==> src/rtl/gji_fifo.sv <==
`default_nettype none
// ----------------------------------------------------------------------------
// gji_fifo
// Short job queue between the loader and the elimination engine.
// ----------------------------------------------------------------------------
module gji_fifo #(
  parameter int WIDTH = 4,
  parameter int DEPTH = 2
) (
  input  wire logic             clk,
  input  wire logic             rst_n,
  input  wire logic             push,
  input  wire logic [WIDTH-1:0] push_data,
  input  wire logic             pop,
  output logic                  empty,
  output logic      [WIDTH-1:0] head
);

  localparam int PW = (DEPTH > 1) ? $clog2(DEPTH) : 1;
  localparam int CW = $clog2(DEPTH + 1);

  logic [WIDTH-1:0] ent_r [DEPTH];
  logic [PW-1:0]    wp_r;
  logic [PW-1:0]    rp_r;
  logic [CW-1:0]    cnt_r;

  assign empty = (cnt_r == '0);
  assign head  = ent_r[rp_r];

  always_ff @(posedge clk) begin
    if (push) begin
      ent_r[wp_r] <= push_data;
    end
  end

  always_ff @(posedge clk) begin
    if (!rst_n) begin
      wp_r  <= '0;
      rp_r  <= '0;
      cnt_r <= '0;
    end else begin
      if (push) begin
        wp_r <= (wp_r == PW'(DEPTH - 1)) ? '0 : wp_r + PW'(1);
      end
      if (pop && !empty) begin
        rp_r <= (rp_r == PW'(DEPTH - 1)) ? '0 : rp_r + PW'(1);
      end
      if (push && !(pop && !empty)) begin
        cnt_r <= cnt_r + CW'(1);
      end else if (!push && pop && !empty) begin
        cnt_r <= cnt_r - CW'(1);
      end
    end
  end

endmodule
`default_nettype wire

==> config.mk <==
export PLATFORM = sky130hd
export DESIGN_NAME = gji_fifo
export DESIGN_NICKNAME = d
export VERILOG_FILES = /design/src/rtl/gji_fifo.sv
export SDC_FILE = /design/constraint.sdc
export NUM_CORES = 1
export LEC_CHECK = 0
export BUFFER_PORTS_ARGS = -buffer_cell sky130_fd_sc_hd__buf_2
export CAP_MARGIN = 5
export CORE_AREA = 5 5 42 44
export CTS_CLUSTER_DIAMETER = 40
export DETAILED_ROUTE_END_ITERATION = 8
export DIE_AREA = 0 0 47 49
export PLACE_DENSITY = 0.65
export SLEW_MARGIN = 25
export SYNTH_ARGS = -nofsm -noshare
export SYNTH_HDL_FRONTEND = slang
export SYNTH_SLANG_ARGS = --single-unit
export TNS_END_PERCENT = 10
==> constraint.sdc <==
create_clock -name clk -period 1.9 [get_ports clk]
set_clock_uncertainty 0.2 [all_clocks]
set_input_delay 0.38 -clock clk [delete_from_list [all_inputs] [get_ports clk]]
set_output_delay 0.38 -clock clk [all_outputs]
set_load 0.02 [all_outputs]
==> run_results.csv <==
group,metric,value,unit
drt,vias,340,
floorplanning,dieArea,0.00230,mm^2
logic_synthesis,yosysUniqueCellTypes,17,
drt,wl_per_cell,12.9,um
drt,first_iter_violations,2,
finish,final_layout_size_suffix_gt1_share,39.6,%
cts,path_clk_slew,0.08,ns
sta,relSlewSlack,71.0,%
placed_design,port_buffers,12,
finish,final_cell_mix,"buf_2, edfxtp_1, dfxtp_1",
floorplanning,die_w,47,um
drt,drc,0,
placed_design,dp_cells,65,
cts,numCtsBuffers,3,
finish,fin_cells,69,
sta,drv_slew,0,
grt,grt_pass1_wl,1460,um
worst_setup_path,end_kind,"output port",
logic_synthesis,yosysSeqAreaShare,66.3,%
grt,grt_max_degree,8,
grt,grt-ovfl-total,0,
worst_setup_path,cp.arrival,1.19,ns
cts,clock_sinks,13,
logic_synthesis,ys_warn_count,0,
finish,diodes,0,
sta,min_period_over_period,93.0,%
finish,area_growth,20.7,%
power,p_per_area,909,mW/mm^2
finish,final_common_cell,"buf_2",
grt,grt_antenna_before_repair,0,
job,maxCapViolCount,0,
worst_setup_path,critPathLaunchType,"flip-flop",
sta,rsz0062_at_grt,"no",
worst_hold_path,hp-class,"in -> reg",
sta,timing.setup.tns,0,ns
finish,nFillCells,146,
cts,post-cts-setup-buffers,0,
placed_design,gp_congestion,0.693,
floorplanning,fp.dieH,49,um
grt,grt_pass1_vias,357,
cts,clockBufferDepth,2,
floorplanning,start_util,36.6,%
drt,via_per_inst,4.93,
drt,ant_nets,0,
placed_design,hpwl,654,um
logic_synthesis,synth_nets,45,
sta,max_slew.worst_pin.slew,0.433,ns
worst_setup_path,required,1.32,ns
floorplanning,core,0.00140,mm^2
logic_synthesis,synth.cell_area,513,um^2
cts,clockRootBuffer,"clkbuf_4",
worst_setup_path,r2r_slack,0.69,ns
cts,ctsResizeCount,0,
sta,hold_viol_final,0,
cts,worstSkewPairLatency,0.27,ns
floorplanning,fp-row-count,14,
sta,finalSetupViolCount,0,
cts,h-tree-depth,1,
floorplanning,io_pins,13,
sta,fmax,0.566,GHz
logic_synthesis,ys_ff_latch,13,
logic_synthesis,avgSynthCellArea,13.9,um^2
run_status,status,"finished, final reports clean",
cts,cts_tree,"yes",
sta,period_needed,1.77,ns
finish,nets,62,
worst_setup_path,critPathMaxFanout,4,
grt,grtUsageTotal,9.18,%
logic_synthesis,postSynthCellCount,37,
worst_setup_path,worstSetupPathType,"reg -> out",
power,p_leak,0.243,nW
power,ir_worst_vdd,378,uV
drt,drtPass1Iterations,4,
cts,hold_buffers,0,
drt,drt_wl_total,893,um
## power by group
part           switching (mW)  internal, mW  total [mW]
sequential            0.00913         0.316       0.325
combinational          0.0372        0.0312      0.0684
clock                  0.0879        0.0814       0.169
## cells in the mapped netlist (all sizes together)
cell type | n | share of area (%)
inv | 2 | 1.5
edfxtp | 8 | 47
and2b | 1 | 1.5
nand2 | 3 | 2.2
o21ai | 2 | 2.7
xnor2 | 1 | 1.7
mux2i | 2 | 3.9
mux2 | 4 | 8.8
o2111a | 1 | 2.2
o21a | 1 | 1.5
dfxtp | 5 | 20
nor2 | 2 | 1.5
nand4b | 1 | 1.7
a21oi | 1 | 0.97
and2 | 3 | 3.7
## path summary, 6_finish.rpt
| path | start | cells after the start | endpoint |
|---|---|---|---|
| setup / recovery | flip-flop | 2 | head[0] |
| hold / removal | push_data[1] | 1 | ent_r[1][1] |
| setup reg to reg | wp_r | 1 | ent_r[0][2] |
| hold reg to reg | wp_r | 2 | wp_r |
## flip-flops by register name, indices dropped and copies added (netlist names), named ones only
signal / count
cnt_r: 2
ent_r: 8
wp_r: 1
rp_r: 1
## worst max-delay path: stages, from the launching register on
cell	delay (ns)
dfxtp_1	0.40
mux2_2	0.35
buf_2	0.16
## metrics by stage
stage | hold slack [ns] | util (%) | power [mW] | cell area (um^2) | worst slack (ns)
floorplan | 0.279 | - | 0.373 | 513 | 0.560
global placement | 0.357 | 42.3 | 0.399 | 593 | 0.429
detailed placement | 0.362 | 42.3 | 0.401 | 593 | 0.419
CTS | 0.0851 | 44.2 | 0.572 | 619 | 0.112
global route | 0.0730 | 44.2 | 0.596 | 619 | 0.0709
finish | 0.0951 | 44.2 | 0.563 | 619 | 0.133
## kinds of logic (layout without fill, tap and decap cells)
kind of cell / count (synthesis) / in the layout / synth area share, %
AO/OA/AOI/OAI: 5 / 5 / 7.32
XOR/XNOR: 1 / 1 / 1.71
buffers and inverters: 2 / 18 / 1.46
flip-flops: 13 / 13 / 66.3
multiplexers: 6 / 6 / 12.7
AND/OR/NAND/NOR: 10 / 10 / 10.5
## per-layer routing
layer	wire, um	part of all wire, %	up-vias	GRT usage, %
li1	-	-	164	-
met1	311	35	160	9.09
met2	486	54	11	14.5
met3	63	7.1	5	4.80
met4	32	3.6	0	5.53
met5	0	0	-	0
## cell type report
class | instances | area (um^2) | area share, %
Timing Repair Buffer | 12 | 60.1 | 9.70
Multi-Input combinational cell | 22 | 165 | 26.7
Sequential cell | 13 | 340 | 54.9
Clock buffer | 4 | 26.3 | 4.24
Tap cell | 16 | 20.0 | 3.23
Inverter | 2 | 7.51 | 1.21
No activity file was read; power rests on OpenSTA's default activity.
