### config.mk
export PLATFORM = sky130hd
export DESIGN_NAME = gji_ram
export DESIGN_NICKNAME = d
export VERILOG_FILES = /design/src/rtl/gji_ram.sv
export SDC_FILE = /design/constraint.sdc
export NUM_CORES = 2
export LEC_CHECK = 0
export ABC_CLOCK_PERIOD_IN_PS = 3500
export BUFFER_PORTS_ARGS = -buffer_cell sky130_fd_sc_hd__buf_2
export CORE_MARGIN = 3
export CORE_UTILIZATION = 55
export CTS_BUF_LIST = sky130_fd_sc_hd__clkbuf_4 sky130_fd_sc_hd__clkbuf_8
export CTS_CLUSTER_SIZE = 20
export DETAILED_ROUTE_END_ITERATION = 10
export PLACE_DENSITY = 0.74
export SETUP_SLACK_MARGIN = 0.4
export SLEW_MARGIN = 20
export SYNTH_ARGS = -nofsm -noshare
export SYNTH_HDL_FRONTEND = slang
export SYNTH_SLANG_ARGS = --single-unit
### constraint.sdc
create_clock -name clk -period 3.5 [get_ports clk]
set_input_delay 0.525 -clock clk [delete_from_list [all_inputs] [get_ports clk]]
set_output_delay 0.525 -clock clk [all_outputs]
set_load 0.1 [all_outputs]
### src/rtl/gji_ram.sv
`default_nettype none
// ----------------------------------------------------------------------------
// gji_ram
// Generic single-write, single-read memory with registered read data.
// ----------------------------------------------------------------------------
module gji_ram #(
  parameter int WIDTH = 32,
  parameter int DEPTH = 64
) (
  input  wire logic                     clk,
  input  wire logic                     we,
  input  wire logic [$clog2(DEPTH)-1:0] waddr,
  input  wire logic [WIDTH-1:0]         wdata,
  input  wire logic [$clog2(DEPTH)-1:0] raddr,
  output logic      [WIDTH-1:0]         rdata
);

  logic [WIDTH-1:0] mem_r [DEPTH];

  always_ff @(posedge clk) begin
    if (we) begin
      mem_r[waddr] <= wdata;
    end
    rdata <= mem_r[raddr];
  end

endmodule
`default_nettype wire

==> impl_metrics.py <==
metrics = {
    "run_status": {
        "status": "finished clean",
    },
    "yosys": {
        "synth_area_um2": 78500,
        "synth_edf_count": 2048,
        "syn-num-nets": 3370,
        "yosysWarnings": 0,
        "syn_inst": 3324,
        "seq_area_frac_synth": 0.791,
        "synth_cell_type_count": 34,
        "synth-seq-cells": 2080,
        "syn_avg_cell_area_um2": 23.6,
        "async_reset_ff_frac": 0,
        "dominantRegCellSynth": "edfxtp_1",
    },
    "floorplan": {
        "num_rows": 138,
        "fp.dieW_um": 384,
        "num_io_pins": 78,
        "dieArea_um2": 147000,
        "start_util": 0.555,
        "die_y_um": 384,
        "core_area_um2": 142000,
    },
    "setup_path": {
        "cp.required_ns": 2.97,
        "crit_type": "reg2out",
        "critPathCaptureType": "output pin",
        "worstSetupStartpointType": "flop",
        "worstPathMaxFanout": 2,
        "crit_chain": "buf_2",
        "crit_buf_inv": 1,
        "cp.arrival_ns": 2.29,
        "cpPeakStageDelay_ns": 0.74,
        "cpMaxStageDelayCell": "dfxtp_1",
        "cp_top_family": "flip-flops",
    },
    "clock_tree": {
        "clk_path_buf_depth": 4,
        "cts_setup_buffers": 0,
        "root_buffer": "clkbuf_8",
        "cts_tree": "built",
        "cts_resized": 0,
        "cts_buffers": 333,
        "htree_levels": 5,
        "clkSlewWorstSetupHoldPaths_ns": 0.07,
        "insertion_delay_ns": 1.02,
        "cts_sinks": 2080,
    },
    "power": {
        "p_seq_frac": 0.550,
        "total_leakage_power_nw": 28.5,
        "powerDensity_nw_per_um2": 561,
        "clock_power_share": 0.390,
        "swShare": 0.222,
        "power_switching_mw": 11.2,
        "combPwrFrac": 0.060,
        "peakVddDrop_v": 0.000388,
        "p_int_mw": 39.2,
    },
    "drt": {
        "met2RoutedLength_um": 94000,
        "wl_met1_um": 72400,
        "routed-wl-met3_um": 24500,
        "postRouteAntennaNets": 0,
        "detail_route.wl_per_cell_um": 33.3,
        "drt_pass1_iterations": 6,
        "vias": 38786,
        "top_layer": "met5",
        "viasPerCell": 6.52,
        "post-route-drc-count": 0,
        "drtIter0Drc": 5788,
        "wirelength_um": 198000,
    },
    "placed_design": {
        "dp_cells": 5355,
        "dp_hpwl_um": 115000,
        "gp_congestion": 0.820,
        "port_buffers": 77,
        "preCtsSetupSlack_ns": 0.0145,
    },
    "timing": {
        "timing.setup.tns_ns": 0,
        "setup_viol": 0,
        "relSlewSlack": 0.262,
        "hold_viol": 0,
        "worstMarginPinSlew_ns": 1.11,
        "rsz0062_at_grt": "no",
        "fin_ws_ns": 0.682,
        "fmax_mhz": 355,
        "slew_viol_final": 0,
        "clock-skew-final_ns": 0.0802,
        "finalCriticalPeriod_ns": 2.82,
        "period_share": 0.805,
    },
    "grt": {
        "antenna_found_initial": 27,
        "grt_overflow_total": 0,
        "grt_max_degree": 65,
        "grt_first_pass_wirelength_um": 284000,
        "grt_use_total": 0.274,
        "grt_pass1_vias": 39220,
    },
    "cells_and_area": {
        "multiInputGateArea_um2": 16000,
        "utilization": 0.634,
        "seqCellArea_um2": 62100,
        "area_delta_synth_final_pct": 14.4,
        "final_cell_mix": "edfxtp_1 (2048), mux4_2 (544), clkbuf_8 (358)",
        "fill_cells": 9079,
        "layoutNonFillerInstCount": 5949,
        "final_common_cell": "edfxtp_1",
        "finalNetCount": 3848,
        "layout-drive-gt1-share": 0.357,
    },
    "run": {
        "drv_cap": 0,
    },
    "min_path": {
        "hold_path.class": "in2reg",
    },
}
==> flip-flops by register name, summed over array words and instances, names as in the netlist <==
| register | cells |
|---|---|
| rdata | 32 |
| mem_r | 2048 |
==> area by class of cell <==
type,count,share of cell area
Clock inverter,115,0.00592
Sequential cell,2080,0.692
Timing Repair Buffer,325,0.0334
Multi-Input combinational cell,1062,0.178
Antenna cell,11,0.000307
Clock buffer,466,0.0639
Tap cell,1890,0.0263
==> routing by layer <==
metal | global-route usage | vias to the layer above
li1 | - | 15285
met1 | 0.390 | 20372
met2 | 0.417 | 2707
met3 | 0.0677 | 410
met4 | 0.104 | 12
met5 | 0 | -
==> cells by family after synthesis <==
family | after synthesis | synth area share
compound gates | 202 | 0.0167
simple gates | 223 | 0.0127
buf+inv | 182 | 0.0113
mux | 637 | 0.168
flops | 2080 | 0.791
==> cells in the mapped netlist (2+ instances only) <==
cell / n / area (um^2)
edfxtp_1: 2048 / 61500
mux4_2: 544 / 12300
nor2_1: 137 / 514
mux2i_1: 93 / 931
o22ai_1: 84 / 526
clkbuf_1: 74 / 278
a21oi_1: 62 / 310
buf_2: 57 / 285
dfxtp_1: 32 / 641
o221ai_1: 27 / 236
nand2_1: 26 / 97.6
buf_4: 25 / 188
buf_1: 21 / 78.8
nor2b_1: 15 / 93.8
a22oi_1: 12 / 90.1
a311oi_1: 8 / 70.1
nand2b_1: 8 / 50.1
nor3_1: 7 / 35.0
buf_6: 5 / 56.3
nand3_1: 5 / 25.0
nand3b_1: 5 / 37.5
a41o_1: 4 / 40.0
and3_1: 4 / 25.0
o32ai_1: 4 / 35.0
or3_1: 3 / 18.8
or3b_2: 3 / 26.3
and2_1: 2 / 12.5
nand4_1: 2 / 12.5
or3b_1: 2 / 17.5
==> metrics by stage <==
| stage | cell area [um^2] | hold slack, ns | power, mW |
|---|---|---|---|
| CTS | 89700 | 0.0109 | 50.7 |
| global route | 89800 | 0.0419 | 51.9 |
| finish | 89800 | 0.0631 | 50.4 |
| detailed placement | 83400 | 0.753 | 31.3 |
| floorplan | 78500 | 0.624 | 29.9 |
| global placement | 83400 | 0.754 | 31.2 |
==> timing repair <==
action	CTS	global route
endpoints found under the setup margin	0	0
hold buffers	0	1
hold endpoints to repair	0	8
==> worst paths after layout <==
| path | from | endpoint | slack (ns) | cells after the start |
|---|---|---|---|---|
| max | rdata[5]$_DFF_P_ | rdata[5] | 0.68 | 1 |
| min | wdata[3] | mem_r[26][3]$_DFFE_PP_ | 0.06 | 1 |
| max reg2reg | mem_r[5][17]$_DFFE_PP_ | rdata[17]$_DFF_P_ | 1.11 | 6 |
| min reg2reg | mem_r[28][20]$_DFFE_PP_ | rdata[20]$_DFF_P_ | 0.77 | 4 |
==> power groups by stage <==
stage	combinational (mW)	sequential [mW]	clock (mW)
2_1_floorplan	1.34	28.6	0
3_3_place_gp	2.97	28.2	0
3_5_place_dp	3.02	28.3	0
4_1_cts	3.02	27.7	20.0
5_1_grt	3.15	27.7	21.0
6_report	3.02	27.7	19.7
(Power assumes the default switching activity.)
