File: config.mk
export PLATFORM = sky130hd
export DESIGN_NAME = gji_engine
export DESIGN_NICKNAME = d
export VERILOG_FILES = /design/src/rtl/gji_pkg.sv /design/src/rtl/gji_divider.sv /design/src/rtl/gji_engine.sv
export SDC_FILE = /design/constraint.sdc
export NUM_CORES = 2
export LEC_CHECK = 0
export ABC_AREA = 1
export ABC_CLOCK_PERIOD_IN_PS = 22000
export BUFFER_PORTS_ARGS = -buffer_cell sky130_fd_sc_hd__buf_4
export CORE_ASPECT_RATIO = 1.75
export CORE_MARGIN = 8
export CORE_UTILIZATION = 55
export DETAILED_ROUTE_END_ITERATION = 6
export PLACE_DENSITY = 0.73
export SLEW_MARGIN = 20
export SYNTH_ARGS = -nofsm -noshare
export SYNTH_HDL_FRONTEND = slang
export SYNTH_SLANG_ARGS = --single-unit
File: constraint.sdc
create_clock -name clk -period 22 [get_ports clk]
set_clock_uncertainty 0.05 [all_clocks]
set_input_delay 4.4 -clock clk [delete_from_list [all_inputs] [get_ports clk]]
set_output_delay 4.4 -clock clk [all_outputs]
set_load 0.03 [all_outputs]
File: src/rtl/gji_pkg.sv
`default_nettype none
// ----------------------------------------------------------------------------
// gji_pkg
// Shared widths, defaults and transfer bundles of the matrix inverter.
// ----------------------------------------------------------------------------
package gji_pkg;

  localparam int DATA_W          = 32;
  localparam int IDX_W           = 3;
  localparam int SIZE_W          = 4;
  localparam int DEF_MAX_ORDER   = 8;
  localparam int DEF_FRAC_BITS   = 16;
  localparam int QUEUE_DEPTH     = 2;
  localparam logic [SIZE_W-1:0] SIZE_RESET = 4'd8;

  // write request to both matrix memories
  typedef struct packed {
    logic              we_w;
    logic              we_i;
    logic [IDX_W-1:0]  row;
    logic [IDX_W-1:0]  col;
    logic [DATA_W-1:0] wdata_w;
    logic [DATA_W-1:0] wdata_i;
  } mem_wr_t;

  // shared read address of both memories
  typedef struct packed {
    logic [IDX_W-1:0] row;
    logic [IDX_W-1:0] col;
  } mem_rd_t;

  // one result transfer
  typedef struct packed {
    logic              valid;
    logic [DATA_W-1:0] value;
    logic [IDX_W-1:0]  row;
    logic [IDX_W-1:0]  col;
    logic              singular;
    logic              overflowed;
    logic              is_last;
  } res_t;

endpackage
`default_nettype wire

File: src/rtl/gji_divider.sv
`default_nettype none
// ----------------------------------------------------------------------------
// gji_divider
// Restoring fixed-point divider, one quotient bit per cycle, rounding to
// nearest with ties away from zero and saturating to 32 bits.
// ----------------------------------------------------------------------------
module gji_divider #(
  parameter int FRAC_BITS = gji_pkg::DEF_FRAC_BITS
) (
  input  wire logic                        clk,
  input  wire logic                        rst_n,
  input  wire logic                        start,
  input  wire logic [gji_pkg::DATA_W-1:0]  num,
  input  wire logic [gji_pkg::DATA_W-1:0]  den,
  output logic                             done,
  output logic      [gji_pkg::DATA_W-1:0]  quot,
  output logic                             sat
);

  localparam int DW = gji_pkg::DATA_W + FRAC_BITS + 1;
  localparam int CW = $clog2(DW + 1);

  logic [DW-1:0]                 quo_r;
  logic [gji_pkg::DATA_W-1:0]    rem_r;
  logic [gji_pkg::DATA_W-1:0]    md_r;
  logic                          neg_r;
  logic [CW-1:0]                 cnt_r;
  logic                          busy_r;
  logic                          fin_r;
  logic                          done_r;
  logic [gji_pkg::DATA_W-1:0]    quot_r;
  logic                          sat_r;

  logic [gji_pkg::DATA_W-1:0]    mag_n;
  logic [gji_pkg::DATA_W-1:0]    mag_d;
  logic [DW-1:0]                 dvd;
  logic [gji_pkg::DATA_W:0]      rem_sh;
  logic                          ge;

  assign mag_n  = num[gji_pkg::DATA_W-1] ? (~num + 1'b1) : num;
  assign mag_d  = den[gji_pkg::DATA_W-1] ? (~den + 1'b1) : den;
  assign dvd    = DW'({mag_n, {FRAC_BITS{1'b0}}}) + DW'(mag_d >> 1);
  assign rem_sh = {rem_r, quo_r[DW-1]};
  assign ge     = rem_sh >= {1'b0, md_r};

  assign done = done_r;
  assign quot = quot_r;
  assign sat  = sat_r;

  always_ff @(posedge clk) begin
    if (start) begin
      quo_r <= dvd;
      rem_r <= '0;
      md_r  <= mag_d;
      neg_r <= num[gji_pkg::DATA_W-1] ^ den[gji_pkg::DATA_W-1];
    end else if (busy_r) begin
      rem_r <= gji_pkg::DATA_W'(ge ? (rem_sh - {1'b0, md_r}) : rem_sh);
      quo_r <= {quo_r[DW-2:0], ge};
    end
    if (fin_r) begin
      if (!neg_r) begin
        sat_r  <= |quo_r[DW-1:gji_pkg::DATA_W-1];
        quot_r <= (|quo_r[DW-1:gji_pkg::DATA_W-1]) ?
                  {1'b0, {(gji_pkg::DATA_W-1){1'b1}}} : quo_r[gji_pkg::DATA_W-1:0];
      end else if ((|quo_r[DW-1:gji_pkg::DATA_W]) ||
                   (quo_r[gji_pkg::DATA_W-1] && (|quo_r[gji_pkg::DATA_W-2:0]))) begin
        sat_r  <= 1'b1;
        quot_r <= {1'b1, {(gji_pkg::DATA_W-1){1'b0}}};
      end else begin
        sat_r  <= 1'b0;
        quot_r <= ~quo_r[gji_pkg::DATA_W-1:0] + 1'b1;
      end
    end
  end

  always_ff @(posedge clk) begin
    if (!rst_n) begin
      busy_r <= 1'b0;
      fin_r  <= 1'b0;
      done_r <= 1'b0;
      cnt_r  <= '0;
    end else begin
      done_r <= fin_r;
      fin_r  <= 1'b0;
      if (start) begin
        busy_r <= 1'b1;
        cnt_r  <= CW'(DW);
      end else if (busy_r) begin
        cnt_r <= cnt_r - CW'(1);
        if (cnt_r == CW'(1)) begin
          busy_r <= 1'b0;
          fin_r  <= 1'b1;
        end
      end
    end
  end

endmodule
`default_nettype wire

File: src/rtl/gji_engine.sv
`default_nettype none
// ----------------------------------------------------------------------------
// gji_engine
// Back end: pivot search, row swap, pivot row division, elimination and
// result streaming, sequenced over the two matrix memories.
// ----------------------------------------------------------------------------
module gji_engine #(
  parameter int MAX_ORDER = gji_pkg::DEF_MAX_ORDER,
  parameter int FRAC_BITS = gji_pkg::DEF_FRAC_BITS
) (
  input  wire logic                        clk,
  input  wire logic                        rst_n,
  input  wire logic                        job_avail,
  input  wire logic [gji_pkg::SIZE_W-1:0]  job_size,
  output logic                             job_pop,
  output logic                             busy,
  output gji_pkg::mem_rd_t                 rd,
  input  wire logic [gji_pkg::DATA_W-1:0]  rd_w,
  input  wire logic [gji_pkg::DATA_W-1:0]  rd_i,
  output gji_pkg::mem_wr_t                 wr,
  output gji_pkg::res_t                    res,
  input  wire logic                        out_stall
);

  localparam int KW = (MAX_ORDER > 1) ? $clog2(MAX_ORDER) : 1;
  localparam int DW = gji_pkg::DATA_W;
  localparam logic [DW-1:0] ONE  = DW'(1) << FRAC_BITS;
  localparam logic [DW-1:0] SMAX = {1'b0, {(DW-1){1'b1}}};
  localparam logic [DW-1:0] SMIN = {1'b1, {(DW-1){1'b0}}};

  typedef enum logic [17:0] {
    S_IDLE    = 18'b000000000000000001,
    S_SR_RD   = 18'b000000000000000010,
    S_SR_CMP  = 18'b000000000000000100,
    S_SW_RA   = 18'b000000000000001000,
    S_SW_RB   = 18'b000000000000010000,
    S_SW_WB   = 18'b000000000000100000,
    S_DV_WS   = 18'b000000000001000000,
    S_DV_WW   = 18'b000000000010000000,
    S_DV_IS   = 18'b000000000100000000,
    S_DV_IW   = 18'b000000001000000000,
    S_DV_WR   = 18'b000000010000000000,
    S_EL_C    = 18'b000000100000000000,
    S_EL_CW   = 18'b000001000000000000,
    S_EL_RD   = 18'b000010000000000000,
    S_EL_MUL  = 18'b000100000000000000,
    S_EL_RND  = 18'b001000000000000000,
    S_EL_WR   = 18'b010000000000000000,
    S_EM      = 18'b100000000000000000
  } state_t;

  typedef enum logic [2:0] {
    E_RD   = 3'b001,
    E_CAP  = 3'b010,
    E_HOLD = 3'b100
  } emit_t;

  state_t                      state_r;
  emit_t                       em_r;
  logic [gji_pkg::SIZE_W-1:0]  n_r;
  logic [gji_pkg::IDX_W-1:0]   i_r;
  logic [gji_pkg::IDX_W-1:0]   j_r;
  logic [gji_pkg::IDX_W-1:0]   k_r;
  logic [gji_pkg::IDX_W-1:0]   lead_r;
  logic [DW-1:0]               best_r;
  logic                        sing_r;
  logic                        ovf_r;
  logic                        sel_inv_r;
  logic [DW-1:0]               piv_r;
  logic [DW-1:0]               c_r;
  logic [DW-1:0]               old_r;
  logic [DW-1:0]               tmp_w_r;
  logic [DW-1:0]               tmp_i_r;
  logic signed [2*DW-1:0]      prod_r;
  logic [DW-1:0]               rnd_r;
  logic [DW-1:0]               pw_r [MAX_ORDER];
  logic [DW-1:0]               pi_r [MAX_ORDER];
  gji_pkg::res_t               res_r;

  logic [gji_pkg::IDX_W-1:0]   last;
  logic [KW-1:0]               kx;
  logic [DW-1:0]               mag;
  logic                        better;
  logic [DW-1:0]               best_n;
  logic [DW-1:0]               op;
  logic signed [2*DW:0]        rsum;
  logic signed [2*DW:0]        rsh;
  logic                        rnd_ok;
  logic [DW-1:0]               rnd_v;
  logic signed [DW:0]          diff;
  logic                        diff_ok;
  logic [DW-1:0]               diff_v;
  logic                        dv_start;
  logic [DW-1:0]               dv_num;
  logic                        dv_done;
  logic [DW-1:0]               dv_q;
  logic                        dv_sat;

  assign last    = gji_pkg::IDX_W'(n_r - gji_pkg::SIZE_W'(1));
  assign kx      = k_r[KW-1:0];
  assign busy    = (state_r != S_IDLE);
  assign job_pop = (state_r == S_IDLE) && job_avail;
  assign res     = res_r;

  assign mag    = rd_w[DW-1] ? (~rd_w + 1'b1) : rd_w;
  assign better = mag > best_r;
  assign best_n = better ? mag : best_r;

  assign op      = sel_inv_r ? pi_r[kx] : pw_r[kx];
  assign rsum    = (2*DW+1)'(prod_r) + ((2*DW+1)'(1) <<< (FRAC_BITS - 1));
  assign rsh     = rsum >>> FRAC_BITS;
  assign rnd_ok  = (&rsh[2*DW:DW-1]) || !(|rsh[2*DW:DW-1]);
  assign rnd_v   = rnd_ok ? rsh[DW-1:0] : (rsh[2*DW] ? SMIN : SMAX);
  assign diff    = $signed({old_r[DW-1], old_r}) - $signed({rnd_r[DW-1], rnd_r});
  assign diff_ok = (diff[DW] == diff[DW-1]);
  assign diff_v  = diff_ok ? diff[DW-1:0] : (diff[DW] ? SMIN : SMAX);

  assign dv_start = (state_r == S_DV_WS && k_r != i_r) || (state_r == S_DV_IS);
  assign dv_num   = (state_r == S_DV_IS) ? pi_r[kx] : pw_r[kx];

  gji_divider #(
    .FRAC_BITS (FRAC_BITS)
  ) u_div (
    .clk   (clk),
    .rst_n (rst_n),
    .start (dv_start),
    .num   (dv_num),
    .den   (piv_r),
    .done  (dv_done),
    .quot  (dv_q),
    .sat   (dv_sat)
  );

  always_comb begin
    rd.row = j_r;
    rd.col = i_r;
    unique case (state_r)
      S_SW_RA: begin
        rd.row = i_r;
        rd.col = k_r;
      end
      S_SW_RB: begin
        rd.row = lead_r;
        rd.col = k_r;
      end
      S_EL_RD, S_EM: begin
        rd.row = j_r;
        rd.col = k_r;
      end
      default: begin
        rd.row = j_r;
        rd.col = i_r;
      end
    endcase
  end

  always_comb begin
    wr.we_w    = 1'b0;
    wr.we_i    = 1'b0;
    wr.row     = i_r;
    wr.col     = k_r;
    wr.wdata_w = pw_r[kx];
    wr.wdata_i = pi_r[kx];
    unique case (state_r)
      S_SW_WB: begin
        wr.we_w    = 1'b1;
        wr.we_i    = 1'b1;
        wr.row     = lead_r;
        wr.wdata_w = tmp_w_r;
        wr.wdata_i = tmp_i_r;
      end
      S_DV_WR: begin
        wr.we_w = 1'b1;
        wr.we_i = 1'b1;
      end
      S_EL_WR: begin
        wr.we_w    = !sel_inv_r;
        wr.we_i    = sel_inv_r;
        wr.row     = j_r;
        wr.wdata_w = diff_v;
        wr.wdata_i = diff_v;
      end
      default: begin
        wr.we_w = 1'b0;
        wr.we_i = 1'b0;
      end
    endcase
  end

  always_ff @(posedge clk) begin
    if (!rst_n) begin
      state_r     <= S_IDLE;
      em_r        <= E_RD;
      res_r.valid <= 1'b0;
      sing_r      <= 1'b0;
      ovf_r       <= 1'b0;
    end else begin
      unique case (state_r)
        S_IDLE: begin
          if (job_avail) begin
            n_r     <= job_size;
            i_r     <= '0;
            j_r     <= '0;
            lead_r  <= '0;
            best_r  <= '0;
            sing_r  <= 1'b0;
            ovf_r   <= 1'b0;
            state_r <= S_SR_RD;
          end
        end
        S_SR_RD: begin
          state_r <= S_SR_CMP;
        end
        S_SR_CMP: begin
          best_r <= best_n;
          if (better) begin
            lead_r <= j_r;
          end
          if (j_r == last) begin
            k_r <= '0;
            if (best_n == '0) begin
              sing_r  <= 1'b1;
              j_r     <= '0;
              em_r    <= E_RD;
              state_r <= S_EM;
            end else begin
              state_r <= S_SW_RA;
            end
          end else begin
            j_r     <= j_r + gji_pkg::IDX_W'(1);
            state_r <= S_SR_RD;
          end
        end
        S_SW_RA: begin
          state_r <= S_SW_RB;
        end
        S_SW_RB: begin
          tmp_w_r <= rd_w;
          tmp_i_r <= rd_i;
          state_r <= S_SW_WB;
        end
        S_SW_WB: begin
          // pivot row lands in the row buffer, row i moves to the lead slot
          pw_r[kx] <= rd_w;
          pi_r[kx] <= rd_i;
          if (k_r == i_r) begin
            piv_r <= rd_w;
          end
          if (k_r == last) begin
            k_r     <= '0;
            state_r <= S_DV_WS;
          end else begin
            k_r     <= k_r + gji_pkg::IDX_W'(1);
            state_r <= S_SW_RA;
          end
        end
        S_DV_WS: begin
          if (k_r == i_r) begin
            pw_r[kx] <= ONE;
            state_r  <= S_DV_IS;
          end else begin
            state_r <= S_DV_WW;
          end
        end
        S_DV_WW: begin
          if (dv_done) begin
            pw_r[kx] <= dv_q;
            ovf_r    <= ovf_r | dv_sat;
            state_r  <= S_DV_IS;
          end
        end
        S_DV_IS: begin
          state_r <= S_DV_IW;
        end
        S_DV_IW: begin
          if (dv_done) begin
            pi_r[kx] <= dv_q;
            ovf_r    <= ovf_r | dv_sat;
            state_r  <= S_DV_WR;
          end
        end
        S_DV_WR: begin
          if (k_r == last) begin
            j_r     <= '0;
            state_r <= S_EL_C;
          end else begin
            k_r     <= k_r + gji_pkg::IDX_W'(1);
            state_r <= S_DV_WS;
          end
        end
        S_EL_C: begin
          if (j_r == i_r) begin
            if (j_r == last) begin
              if (i_r == last) begin
                j_r     <= '0;
                k_r     <= '0;
                em_r    <= E_RD;
                state_r <= S_EM;
              end else begin
                i_r     <= i_r + gji_pkg::IDX_W'(1);
                j_r     <= i_r + gji_pkg::IDX_W'(1);
                lead_r  <= i_r + gji_pkg::IDX_W'(1);
                best_r  <= '0;
                state_r <= S_SR_RD;
              end
            end else begin
              j_r <= j_r + gji_pkg::IDX_W'(1);
            end
          end else begin
            state_r <= S_EL_CW;
          end
        end
        S_EL_CW: begin
          c_r       <= rd_w;
          k_r       <= i_r;
          sel_inv_r <= 1'b0;
          state_r   <= S_EL_RD;
        end
        S_EL_RD: begin
          state_r <= S_EL_MUL;
        end
        S_EL_MUL: begin
          old_r   <= sel_inv_r ? rd_i : rd_w;
          prod_r  <= $signed(op) * $signed(c_r);
          state_r <= S_EL_RND;
        end
        S_EL_RND: begin
          rnd_r   <= rnd_v;
          ovf_r   <= ovf_r | !rnd_ok;
          state_r <= S_EL_WR;
        end
        S_EL_WR: begin
          ovf_r <= ovf_r | !diff_ok;
          if (k_r != last) begin
            k_r     <= k_r + gji_pkg::IDX_W'(1);
            state_r <= S_EL_RD;
          end else if (!sel_inv_r) begin
            sel_inv_r <= 1'b1;
            k_r       <= '0;
            state_r   <= S_EL_RD;
          end else if (j_r == last) begin
            if (i_r == last) begin
              j_r     <= '0;
              k_r     <= '0;
              em_r    <= E_RD;
              state_r <= S_EM;
            end else begin
              i_r     <= i_r + gji_pkg::IDX_W'(1);
              j_r     <= i_r + gji_pkg::IDX_W'(1);
              lead_r  <= i_r + gji_pkg::IDX_W'(1);
              best_r  <= '0;
              state_r <= S_SR_RD;
            end
          end else begin
            j_r     <= j_r + gji_pkg::IDX_W'(1);
            state_r <= S_EL_C;
          end
        end
        S_EM: begin
          unique case (em_r)
            E_RD: begin
              em_r <= E_CAP;
            end
            E_CAP: begin
              res_r.valid      <= 1'b1;
              res_r.value      <= rd_i;
              res_r.row        <= j_r;
              res_r.col        <= k_r;
              res_r.singular   <= sing_r;
              res_r.overflowed <= ovf_r;
              res_r.is_last    <= (j_r == last) && (k_r == last);
              em_r             <= E_HOLD;
            end
            E_HOLD: begin
              // hold the result until the transfer completes
              if (!out_stall) begin
                res_r.valid <= 1'b0;
                em_r        <= E_RD;
                if (k_r == last) begin
                  k_r <= '0;
                  if (j_r == last) begin
                    state_r <= S_IDLE;
                  end else begin
                    j_r <= j_r + gji_pkg::IDX_W'(1);
                  end
                end else begin
                  k_r <= k_r + gji_pkg::IDX_W'(1);
                end
              end
            end
            default: begin
              em_r <= E_RD;
            end
          endcase
        end
        default: begin
          state_r <= S_IDLE;
        end
      endcase
    end
  end

endmodule
`default_nettype wire

==> metrics.txt <==
status=finished, final reports clean; reg2reg path depth=33; Crit Path Max Fanout=70; max-slew violations=0; initial antenna violation count=22; CTS tree=done; number of global-route vias before repair=approximately 76000; clk_lat worst skew=between 700 and 800 ps; io pins=between 150 and 200; Critical Path End=prod_r[56]; Mapped Nets=11500; Compound-Gate Fraction of Synth Area=5.98%; final count of negative-setup-slack endpoints=0; worst hold slack=between 400 and 500 ps; wire length per cell=~27 um; Post-CTS Setup Inserts=0; Slew Limit Headroom=11.1%; Area contributors post-synth=edfxtp_1 32%, fa_1 24%, nand2_1 9.7%, inv_1 7.9%, nor2_1 4.8%; Core Rows=just under 200; P&R area growth vs syn=7.62%; Simple-Gate Fraction of Synth Area=18.6%; DP HPWL=253000 um; drt initial violations=7912; Port Buffer Count=around 190; via count=roughly 74000; commonest non-fill, non-tap cell in the layout=nand2_1; unrepaired setup endpoints after global routing=false; Util after Layout=59.6%; final WL=around 340000 um; CTS Hold Bufs=0; syn avg cell area=8.87 um2; Via-to-Cell Ratio=5.97; ys flop type=edfxtp_1; sequential fraction of the synthesis area=roughly 34%; CTS Buf Count=88; clock-pin transition on the worst setup and hold timing paths=70 ps; largest family of logic cells by synthesized area=adder cells; mux contribution to synthesized area=less than 1%; fin nets=between 10000 and 15000; CP peak stage delay=between 900 and 1000 ps; post-route ant nets=0; R2R Setup Slk=9990 ps; DR pass1 iterations=7; final worst path period need=between 10000 and 15000 ps; Fin Setup TNS=0 ps; maximum clock path buffer count=3; share of the synthesized area in the top cell type=32.2%; post-synthesis xor/xnor area fraction=approximately 2.8%; Initial Utilization=55.3%; largest net degree at the start of global routing=between 100 and 150; Worst Setup End Kind=flip-flop; synthesized cell area=between 80000 and 90000 um2; Post-synth EDFFs=between 900 and 1000; Req. time, crit path=between 20000 and 25000 ps; share of layout cells above drive strength 1=5.98%; first-pass GRT wire length=484000 um; most frequent cells in the layout=2301 x nand2_1, 1877 x inv_1, 1137 x nor2_1; period utilisation layout=54.6%; Die ar.=176000 um2; Slowest-stage cell, CP=fa_1; worst hold path class=reg -> reg; GR Overflow Total=0; Slew @ Worst Pin=~1300 ps; count of cell types in the netlist=68; PostCTS Resize Cnt=0; Syn. warnings=0; Die W=about 320 um; core area=approximately 160000 um2; r2r endpoint=prod_r[56]; Die Y=around 550 um; Achievable Freq=approximately 83 MHz; Remaining DRCs=0; synthesis-stage register bit count=between 1000 and 1500; FFs w/ async S/R, synth=0%; Worst setup SP type=flip-flop; GRT Overall Usage=37.9%; Crit path top cell by count=fa_1; adder-cell area share of the yosys netlist=between 20% and 30%; WS Path Type=reg -> reg; H-Tree Depth=3; Arr. time, crit path=approximately 12000 ps; post-synthesis cell count=between 10000 and 15000; cell taking the most area after synthesis=edfxtp_1; max_cap viols=0; Hold Violations, Final=0; Root Driver=clkbuf_16; GPL Wtd Cong=about 1.1; Sink Count=a little over 1000
-- cell usage after synthesis (all sizes together) (2+ instances only) --
| cell type | number |
|---|---|
| or2 | 4 |
| o21bai | 5 |
| a22oi | 37 |
| buf | 128 |
| fa | 1084 |
| nand3b | 11 |
| clkinv | 19 |
| a221oi | 2 |
| a21o | 3 |
| clkbuf | 255 |
| nor4 | 50 |
| o211ai | 71 |
| xnor2 | 83 |
| o41ai | 2 |
| a311oi | 3 |
| o221a | 2 |
| nand4 | 58 |
| nand2 | 2325 |
| nor3 | 84 |
| a21oi | 234 |
| a211oi | 5 |
| nand3 | 393 |
| o2111ai | 2 |
| a21boi | 6 |
| a31oi | 14 |
| dfxtp | 68 |
| inv | 1893 |
| o21ai | 470 |
| nor4b | 2 |
| o21a | 17 |
| xor2 | 204 |
| and3 | 4 |
| ha | 303 |
| nor2 | 1171 |
| o31ai | 16 |
| or3 | 2 |
| o311ai | 2 |
| edfxtp | 957 |
| nor3b | 2 |
| mux2i | 32 |
| o22ai | 12 |
| o221ai | 24 |
-- layer usage --
| metal | track usage, % | routed length, um | vias up |
|---|---|---|---|
| met5 | 0.0555 | 23 | - |
| li1 | - | - | 31500 |
| met1 | 37.8 | 98600 | 35600 |
| met3 | 9.66 | 35300 | 1842 |
| met4 | 38.0 | 43900 | 4 |
| met2 | 62.7 | 158000 | 4866 |
-- worst max-delay path: cells and delay by family, from the launching register on --
kind | cells | cell delay, ps
buffers and inverters | 8 | 3300
and+or+nand+nor | 9 | 1490
AOI/OAI and AO/OA | 6 | 1030
DFF | 1 | 620
adders and majority gates | 9 | 4840
xor gates and xnor gates | 1 | 150
-- cells by family (layout without fill, tap and decap cells) --
family | after synthesis | after routing
adders and majority gates | 1387 | 1387
AOI/OAI and AO/OA | 933 | 933
buffers and inverters | 2295 | 2412
DFF | 1025 | 1025
xor gates and xnor gates | 287 | 287
muxes | 32 | 32
and+or+nand+nor | 4107 | 4107
other | 0 | 19
-- state kept, by name (all words and copies together), names as in the netlist, 6 cells and up, named ones only --
signal,cells
pi_r,256
res,42
pw_r,256
u_div.quo_r,49
u_div.rem_r,32
prod_r,49
tmp_w_r,32
c_r,32
state_r,18
piv_r,32
u_div.md_r,32
u_div.cnt_r,6
rnd_r,32
tmp_i_r,32
u_div.quot,32
best_r,32
old_r,32
-- worst min path at each step --
stage | end | startpoint | slack, ps | cells after the start
2_1_floorplan | res[2] | sing_r | 360 | 0
3_3_place_gp | u_div.rem_r[31] | u_div.rem_r[31] | 410 | 2
3_5_place_dp | u_div.rem_r[2] | u_div.rem_r[2] | 410 | 2
4_1_cts | u_div.rem_r[29] | u_div.rem_r[29] | 430 | 2
5_1_grt | u_div.rem_r[16] | u_div.rem_r[16] | 440 | 2
6_report | u_div.rem_r[13] | u_div.rem_r[13] | 430 | 2
-- area by class of cell --
| cell class | instances | area, um2 |
|---|---|---|
| fill | 13800 | 65200 |
| tap | 2167 | 2710 |
| sequential | 1025 | 30100 |
| antenna | 19 | 47.5 |
| timing repair buffer | 338 | 2550 |
| clock buffer | 100 | 2250 |
| clock inverter | 62 | 687 |
| inverter | 1912 | 7180 |
| multi-input combinational | 6746 | 50500 |
-- per-stage QoR --
| step | std cells | setup WS [ps] | cell area, um2 |
|---|---|---|---|
| 6_report | 12400 | 9990 | 96100 |
| 3_5_place_dp | 12200 | 10730 | 93100 |
| 3_3_place_gp | 12200 | 10810 | 93100 |
| 4_1_cts | 12400 | 10740 | 96000 |
| 2_1_floorplan | 10100 | 12860 | 89300 |
| 5_1_grt | 12400 | 9770 | 96000 |
Power is left out: the tool's default activity adds up to more than one toggle a clock period on the data nets, which glitch-free logic cannot reach.
